## src/rtl/pdsp_pkg.sv

```systemverilog
package pdsp_pkg;

    localparam int DUR_W             = 21;
    localparam int PART_W            = 15;
    localparam int MAX_PART_DEFAULT  = 32767;
    localparam int QUEUE_DEPTH_DEFAULT = 2;

    typedef struct packed {
        logic [DUR_W-1:0] pulse_len;
        logic             level;
        logic             last;
    } pdsp_in_t;

    typedef struct packed {
        logic [PART_W-1:0] first_duration;
        logic              first_level;
        logic [PART_W-1:0] second_duration;
        logic              second_level;
        logic              last_symbol;
        logic              error;
    } pdsp_out_t;

    typedef struct packed {
        logic [DUR_W-1:0] pulse_len;
        logic             level;
        logic             last;
        logic             is_error;
    } pdsp_cmd_t;

    typedef struct packed {
        logic push;
        logic pop;
    } pdsp_q_req_t;

    typedef struct packed {
        logic full;
        logic empty;
    } pdsp_q_stat_t;

endpackage

```

## src/rtl/pulse_duration_symbol_packer_unit.sv

```systemverilog
// pulse duration symbol packer
// input queue side: drive item and push; a transfer happens on a clock edge
// with push high and full low. each item is a duration, a level and a last
// mark. output queue side: while empty is low, result holds the oldest symbol
// word; a transfer happens on a clock edge with pop high and empty low.
// an item is classified at the front (zero durations and dropped sequences)
// and queued unless dropped; the back unit cuts it into parts, one part per
// cycle while the output register can take a word, and packs two parts per
// symbol word into a one-entry output register. an item is first loaded
// from the queue, then split; a padding word follows the last part of a
// sequence when that part is left unpaired.
// when the receiver stalls, the output register holds its word, the back unit
// waits on the next word and the queue fills until full rises.
// reset clears the waiting part, the dropping mark and the queue and empties
// the output register; no item is lost across the two sides during stalls.
module pulse_duration_symbol_packer_unit #(
    parameter int MAX_PART_DURATION = pdsp_pkg::MAX_PART_DEFAULT,
    parameter int QUEUE_DEPTH       = pdsp_pkg::QUEUE_DEPTH_DEFAULT
) (
    input  logic                clk,
    input  logic                rst_n,
    input  logic                push,
    output logic                full,
    input  pdsp_pkg::pdsp_in_t  item,
    output logic                empty,
    input  logic                pop,
    output pdsp_pkg::pdsp_out_t result
);
    import pdsp_pkg::*;

    pdsp_q_req_t  q_req;
    pdsp_q_stat_t q_stat;
    pdsp_cmd_t    wr_cmd;
    pdsp_cmd_t    rd_cmd;
    logic         q_push;
    logic         q_pop;

    assign q_req.push = q_push;
    assign q_req.pop  = q_pop;

    pdsp_front u_front (
        .clk    (clk),
        .rst_n  (rst_n),
        .push   (push),
        .full   (full),
        .item   (item),
        .q_stat (q_stat),
        .q_push (q_push),
        .cmd    (wr_cmd)
    );

    pdsp_cmd_fifo #(
        .DEPTH (QUEUE_DEPTH)
    ) u_fifo (
        .clk     (clk),
        .rst_n   (rst_n),
        .req     (q_req),
        .wr_data (wr_cmd),
        .rd_data (rd_cmd),
        .stat    (q_stat)
    );

    pdsp_back #(
        .MAX_PART_DURATION (MAX_PART_DURATION)
    ) u_back (
        .clk     (clk),
        .rst_n   (rst_n),
        .cmd     (rd_cmd),
        .q_empty (q_stat.empty),
        .q_pop   (q_pop),
        .result  (result),
        .empty   (empty),
        .pop     (pop)
    );

endmodule

```

## src/rtl/pdsp_front.sv

```systemverilog
module pdsp_front (
    input  logic                    clk,
    input  logic                    rst_n,
    input  logic                    push,
    output logic                    full,
    input  pdsp_pkg::pdsp_in_t      item,
    input  pdsp_pkg::pdsp_q_stat_t  q_stat,
    output logic                    q_push,
    output pdsp_pkg::pdsp_cmd_t     cmd
);
    import pdsp_pkg::*;

    logic discard_reg;
    logic discard_next;
    logic accept;
    logic zero_dur;

    assign full     = q_stat.full;
    assign accept   = push && !q_stat.full;
    assign zero_dur = (item.pulse_len == '0);
    assign q_push   = accept && !discard_reg;

    always_comb
    begin
        cmd.pulse_len   = item.pulse_len;
        cmd.level       = item.level;
        cmd.last        = item.last;
        cmd.is_error    = zero_dur;
    end

    // drop the rest of a sequence after a zero duration
    always_comb
    begin
        discard_next = discard_reg;
        if (accept)
        begin
            if (discard_reg || zero_dur)
            begin
                discard_next = !item.last;
            end
        end
    end

    always_ff @(posedge clk or negedge rst_n)
    begin
        if (!rst_n)
        begin
            discard_reg <= 1'b0;
        end
        else
        begin
            discard_reg <= discard_next;
        end
    end

endmodule

```

## src/rtl/pdsp_cmd_fifo.sv

```systemverilog
module pdsp_cmd_fifo #(
    parameter int DEPTH = pdsp_pkg::QUEUE_DEPTH_DEFAULT
) (
    input  logic                    clk,
    input  logic                    rst_n,
    input  pdsp_pkg::pdsp_q_req_t   req,
    input  pdsp_pkg::pdsp_cmd_t     wr_data,
    output pdsp_pkg::pdsp_cmd_t     rd_data,
    output pdsp_pkg::pdsp_q_stat_t  stat
);
    import pdsp_pkg::*;

    localparam int AW = (DEPTH > 1) ? $clog2(DEPTH) : 1;
    localparam int CW = $clog2(DEPTH + 1);
    localparam logic [AW-1:0] LastIdx = AW'(DEPTH - 1);
    localparam logic [CW-1:0] FullCnt = CW'(DEPTH);

    pdsp_cmd_t       slots_reg [DEPTH];
    logic [AW-1:0]   wr_ptr_reg;
    logic [AW-1:0]   wr_ptr_next;
    logic [AW-1:0]   rd_ptr_reg;
    logic [AW-1:0]   rd_ptr_next;
    logic [CW-1:0]   count_reg;
    logic [CW-1:0]   count_next;
    logic            do_wr;
    logic            do_rd;

    assign stat.full  = (count_reg == FullCnt);
    assign stat.empty = (count_reg == '0);
    assign do_wr      = req.push && !stat.full;
    assign do_rd      = req.pop && !stat.empty;
    assign rd_data    = slots_reg[rd_ptr_reg];

    always_comb
    begin
        wr_ptr_next = wr_ptr_reg;
        rd_ptr_next = rd_ptr_reg;
        count_next  = count_reg;
        if (do_wr)
        begin
            wr_ptr_next = (wr_ptr_reg == LastIdx) ? '0 : wr_ptr_reg + 1'b1;
        end
        if (do_rd)
        begin
            rd_ptr_next = (rd_ptr_reg == LastIdx) ? '0 : rd_ptr_reg + 1'b1;
        end
        if (do_wr && !do_rd)
        begin
            count_next = count_reg + 1'b1;
        end
        else if (do_rd && !do_wr)
        begin
            count_next = count_reg - 1'b1;
        end
    end

    always_ff @(posedge clk or negedge rst_n)
    begin
        if (!rst_n)
        begin
            wr_ptr_reg <= '0;
            rd_ptr_reg <= '0;
            count_reg  <= '0;
        end
        else
        begin
            wr_ptr_reg <= wr_ptr_next;
            rd_ptr_reg <= rd_ptr_next;
            count_reg  <= count_next;
        end
    end

    always_ff @(posedge clk)
    begin
        if (do_wr)
        begin
            slots_reg[wr_ptr_reg] <= wr_data;
        end
    end

endmodule

```

## src/rtl/pdsp_back.sv

```systemverilog
module pdsp_back #(
    parameter int MAX_PART_DURATION = pdsp_pkg::MAX_PART_DEFAULT
) (
    input  logic                    clk,
    input  logic                    rst_n,
    input  pdsp_pkg::pdsp_cmd_t     cmd,
    input  logic                    q_empty,
    output logic                    q_pop,
    output pdsp_pkg::pdsp_out_t     result,
    output logic                    empty,
    input  logic                    pop
);
    import pdsp_pkg::*;

    localparam logic [DUR_W-1:0]  MaxPartWide = DUR_W'(MAX_PART_DURATION);
    localparam logic [PART_W-1:0] MaxPart     = PART_W'(MAX_PART_DURATION);

    typedef enum logic [1:0] {
        ST_IDLE,
        ST_SPLIT,
        ST_PAD,
        ST_ERR
    } state_t;

    state_t            state_reg;
    state_t            state_next;
    logic [DUR_W-1:0]  rem_reg;
    logic [DUR_W-1:0]  rem_next;
    logic              lvl_reg;
    logic              lvl_next;
    logic              last_reg;
    logic              last_next;
    logic              half_reg;
    logic              half_next;
    logic [PART_W-1:0] pend_dur_reg;
    logic [PART_W-1:0] pend_dur_next;
    logic              pend_lvl_reg;
    logic              pend_lvl_next;
    logic              out_valid_reg;
    logic              out_valid_next;
    pdsp_out_t         out_reg;
    pdsp_out_t         out_next;

    logic              out_ok;
    logic              long_part;
    logic [PART_W-1:0] part;
    logic [DUR_W-1:0]  rem_after;

    assign empty     = !out_valid_reg;
    assign result    = out_reg;
    assign out_ok    = !out_valid_reg || pop;
    assign long_part = (rem_reg > MaxPartWide);
    assign part      = long_part ? MaxPart : rem_reg[PART_W-1:0];
    assign rem_after = rem_reg - DUR_W'(part);

    always_comb
    begin
        state_next     = state_reg;
        rem_next       = rem_reg;
        lvl_next       = lvl_reg;
        last_next      = last_reg;
        half_next      = half_reg;
        pend_dur_next  = pend_dur_reg;
        pend_lvl_next  = pend_lvl_reg;
        out_valid_next = out_valid_reg && !pop;
        out_next       = out_reg;
        q_pop          = 1'b0;

        case (state_reg)
            ST_IDLE:
            begin
                if (!q_empty)
                begin
                    q_pop      = 1'b1;
                    rem_next   = cmd.pulse_len;
                    lvl_next   = cmd.level;
                    last_next  = cmd.last;
                    state_next = cmd.is_error ? ST_ERR : ST_SPLIT;
                end
            end
            ST_ERR:
            begin
                if (out_ok)
                begin
                    out_next       = '0;
                    out_next.error = 1'b1;
                    out_valid_next = 1'b1;
                    half_next      = 1'b0;
                    pend_dur_next  = '0;
                    pend_lvl_next  = 1'b0;
                    state_next     = ST_IDLE;
                end
            end
            ST_SPLIT:
            begin
                if (half_reg)
                begin
                    if (out_ok)
                    begin
                        out_next.first_duration  = pend_dur_reg;
                        out_next.first_level     = pend_lvl_reg;
                        out_next.second_duration = part;
                        out_next.second_level    = lvl_reg;
                        out_next.last_symbol     = last_reg && (rem_after == '0);
                        out_next.error           = 1'b0;
                        out_valid_next           = 1'b1;
                        half_next                = 1'b0;
                        pend_dur_next            = '0;
                        pend_lvl_next            = 1'b0;
                        rem_next                 = rem_after;
                        if (rem_after == '0)
                        begin
                            state_next = ST_IDLE;
                        end
                    end
                end
                else
                begin
                    half_next     = 1'b1;
                    pend_dur_next = part;
                    pend_lvl_next = lvl_reg;
                    rem_next      = rem_after;
                    if (rem_after == '0)
                    begin
                        state_next = last_reg ? ST_PAD : ST_IDLE;
                    end
                end
            end
            ST_PAD:
            begin
                if (out_ok)
                begin
                    out_next.first_duration  = pend_dur_reg;
                    out_next.first_level     = pend_lvl_reg;
                    out_next.second_duration = PART_W'(1);
                    out_next.second_level    = 1'b0;
                    out_next.last_symbol     = 1'b1;
                    out_next.error           = 1'b0;
                    out_valid_next           = 1'b1;
                    half_next                = 1'b0;
                    pend_dur_next            = '0;
                    pend_lvl_next            = 1'b0;
                    state_next               = ST_IDLE;
                end
            end
            default:
            begin
                state_next = ST_IDLE;
            end
        endcase
    end

    always_ff @(posedge clk or negedge rst_n)
    begin
        if (!rst_n)
        begin
            state_reg     <= ST_IDLE;
            half_reg      <= 1'b0;
            pend_dur_reg  <= '0;
            pend_lvl_reg  <= 1'b0;
            out_valid_reg <= 1'b0;
        end
        else
        begin
            state_reg     <= state_next;
            half_reg      <= half_next;
            pend_dur_reg  <= pend_dur_next;
            pend_lvl_reg  <= pend_lvl_next;
            out_valid_reg <= out_valid_next;
        end
    end

    always_ff @(posedge clk)
    begin
        rem_reg  <= rem_next;
        lvl_reg  <= lvl_next;
        last_reg <= last_next;
        out_reg  <= out_next;
    end

endmodule

```

## config.mk

```make
export PLATFORM = sky130hd
export DESIGN_NAME = pulse_duration_symbol_packer_unit
export DESIGN_NICKNAME = d
export VERILOG_FILES = /design/src/rtl/pdsp_pkg.sv /design/src/rtl/pulse_duration_symbol_packer_unit.sv /design/src/rtl/pdsp_front.sv /design/src/rtl/pdsp_cmd_fifo.sv /design/src/rtl/pdsp_back.sv
export SDC_FILE = /design/constraint.sdc
export NUM_CORES = 1
export LEC_CHECK = 0
export BUFFER_PORTS_ARGS = -buffer_cell sky130_fd_sc_hd__clkbuf_2
export CORE_MARGIN = 2
export CORE_UTILIZATION = 27
export DETAILED_ROUTE_END_ITERATION = 10
export PLACE_DENSITY_LB_ADDON = 0.05
export SYNTH_ARGS = -nofsm -noshare
export SYNTH_HDL_FRONTEND = slang
export SYNTH_SLANG_ARGS = --single-unit
```

## constraint.sdc

```tcl
create_clock -name clk -period 9.61 [get_ports clk]
set_input_delay 0.4805 -clock clk [delete_from_list [all_inputs] [get_ports clk]]
set_output_delay 0.4805 -clock clk [all_outputs]
set_load 0.01 [all_outputs]
```

==> key figures <==
Yosys
  – Syn avg cell area: about 12 µm²
  – FF+latch count, synth: 130
  – Gate Count Post-Synth: 486
  – Post-synth EDFFs: roughly 110
  – Yosys cell types: 63
  – Mapped Area: 5921 µm²
  – Synth area leaders: edfxtp_1 (53%), dfrtp_1 (11%), nor2_1 (3.3%)
  – Asr flop ratio synth: 0.1923
  – Syn nets: 520
  – Post-synth top flop: edfxtp_1
  – Post-synth top area cell: edfxtp_1
  – Synth warnings: 0
  – Post-synth top area share: 0.5325
  – Register area share after synthesis: 0.6382

Drt
  – Drt pass-1 iters: 4
  – Routed wire length: 13890 µm
  – Via count: about 3900
  – WL/cell: 16.56 µm
  – Vias per cell: between 4 and 5
  – DR iter-0 viols: 231
  – Detail Route Antenna Nets: 0
  – Number of remaining DRC errors: 0

Setup path
  – WP data required: 9.88 ns
  – Arr. time, crit path: 5.05 ns
  – CP Class: reg2reg
  – Crit start category: flop
  – Critical Path Start: u_back.rem_reg[18]$_DFFE_PP_
  – Slowest-stage cell, CP: nor4_2
  – CP delay by family, top: simple AND/OR/NAND/NOR gates
  – Reg2reg start: u_back.rem_reg[18]$_DFFE_PP_
  – Critical path buffers and inverters: 0
  – Worst Path Max Fanout: 23
  – Endpoint type of the worst setup path: flop
  – Crit path cell chain: nor4_2, nand2_1, nand2b_1, ha_1, nand3_1, nor4_1, mux2i_1, and3_2, nand4_1, or4_1, a21oi_1
  – Max incr delay on CP: 0.84 ns
  – Register-to-Register Setup Slack: a little under 5 ns

CTS
  – Root Buffer: clkbuf_16
  – CTS Sinks: 130
  – Worst-path clk slew: roughly 0.06 ns
  – TritonCTS buffer count: 17
  – Post-CTS resize count: 0
  – Post-CTS Setup Inserts: 0
  – Hold_buf cts: 0
  – H-tree levels: 4
  – CTS tree: done
  – Max Root-Sink Buffers: 2
  – Clock latency on the worst-skew pair: 0.42 ns

Floorplanning
  – Initial Utilization: 0.2730
  – Ports: 63
  – FP Rows: 54
  – Full die area: 23130 µm²
  – Die width: about 150 µm
  – Die Span Y: 152.1 µm
  – CORE AREA: ~22000 µm²

Placed design
  – IO Port Bufs: 62
  – Gpl congestion: 0.8285
  – HPWL Detailed: a little under 10000 µm
  – Placed Area: 6497 µm²

Timing
  – Setup TNS: 0 ns
  – RSZ-0062 raised after global routing: false
  – Final-report setup violation count: 0
  – Peak Freq: 209.1 MHz
  – Measured slew at the worst slew-check pin: 0.9291 ns
  – Slew Viols, Final: 0
  – Max-slew headroom: 0.3791
  – Final Cycle Share: 0.4976
  – Clock Skew: 0.01678 ns
  – Min cycle time layout: between 4 and 5 ns
  – Final hold viol count: 0

Layout
  – Design area: 7104 µm²
  – Most common cell after layout, fill and taps aside: edfxtp_1
  – Layout cells sized above 1: 0.2057
  – Nets@finish: 580
  – Synth-to-layout area growth: 19.99%
  – Largest register FFs: 48
  – Most frequent cells in the layout: edfxtp_1 (105), clkbuf_2 (62), nor2_1 (51)
  – Antenna diode instance count: 0

Global routing
  – Total GRT Usage: 0.1240
  – Pin count of the biggest net entering global routing: 54
  – Initial antenna violation count: 0
  – Global-route wire length before repair: ~22000 µm
  – Gr ovfl total: 0
  – Vias in the first global route: 3904

Power
  – PwrDens: 376.7 nW/µm²
  – Leak pwr: 2.692 nW
  – IR drop worst, VDD: 0.0001325 V

Job
  – Max Cap Viol: 0

Status
  – Run status: finished clean

Min path
  – Hold/Removal Path Class: in2async
cells in the mapped netlist, types with 3 or more instances:
cell type / instances
o22ai_1: 6
nor2b_1: 8
edfxtp_1: 105
buf_2: 5
inv_1: 14
xnor2_1: 10
a21o_1: 3
ha_1: 7
nor3_1: 11
buf_1: 3
a21oi_1: 18
clkbuf_1: 12
nand2b_1: 5
nand4_1: 7
nand3_1: 9
nor4_1: 7
dfrtp_1: 25
o21ai_1: 6
mux2_2: 3
xor2_1: 6
o21ai_0: 31
a31oi_1: 6
a211oi_1: 8
and2_1: 19
nor2_1: 52
nand2_1: 40
mux2i_1: 16
routing by layer:
metal  global-route usage  part of all wire  up-vias
met2               0.1918              0.46       85
met3              0.02909             0.039        5
met4              0.04361            0.0053        0
met1               0.1709              0.49     1867
met5                    0                 0        -
li1                     -                 -     1915
final cells by class:
| type | count | area (µm²) |
|---|---|---|
| Clock buffer | 17 | 425.4 |
| Sequential cell | 130 | 3779 |
| Timing Repair Buffer | 67 | 347.8 |
| Multi-Input combinational cell | 316 | 1968 |
| Fill cell | 2178 | 14580 |
| Clock inverter | 15 | 181.4 |
| Tap cell | 280 | 350.3 |
| Inverter | 14 | 52.55 |
worst reg2reg max path, cell delays in order, from the launching register on:
cell and delay [ns]:
edfxtp_1 0.51, nor4_2 0.84, nand2_1 0.71, nand2b_1 0.29, ha_1 0.35, nand3_1 0.27, nor4_1 0.43, mux2i_1 0.26
and3_2 0.21, nand4_1 0.17, or4_1 0.45, a21oi_1 0.15
power by group:
group          switching, mW  internal (mW)
logic                  0.582          0.327
registers              0.159          0.938
clock network          0.258          0.411
total                   1.00           1.68
path summary, 6_finish.rpt:
kind / to / depth (start not counted)
min: u_front.discard_reg$_DFFE_PN0P_ / 1
max reg2reg: u_back.result[1]$_DFFE_PP_ / 11
max in group asynchronous: u_back.pend_dur_reg[13]$_DFFE_PN0N_ / 1
min in group clk: u_fifo.slots_reg[0][2]$_DFFE_PP_ / 1
max: u_back.result[1]$_DFFE_PP_ / 11
min reg2reg: u_back.pend_dur_reg[7]$_DFFE_PN0N_ / 2
stage by stage:
stage,setup slack (ns),util,std cells,total power [mW],hold slack [ns]
after floorplan,6.231,-,486,1.720,0.1849
after global placement,5.059,0.2996,807,2.037,0.4585
after detailed placement,4.859,0.2996,807,2.041,0.4636
after CTS,4.845,0.3276,839,2.723,0.1401
after global routing,4.364,0.3276,839,2.870,0.1566
final,4.828,0.3276,839,2.676,0.1166
logic make-up after synthesis:
logic type               synth area share
AND/OR/NAND/NOR                    0.1572
flip-flops                         0.6382
AO/OA/AOI/OAI                      0.1012
buffers and inverters             0.03212
multiplexers                      0.03275
XOR/XNOR                          0.02367
adder cells (fa/ha/maj)           0.01479
No activity file was read; power rests on OpenSTA's default activity.
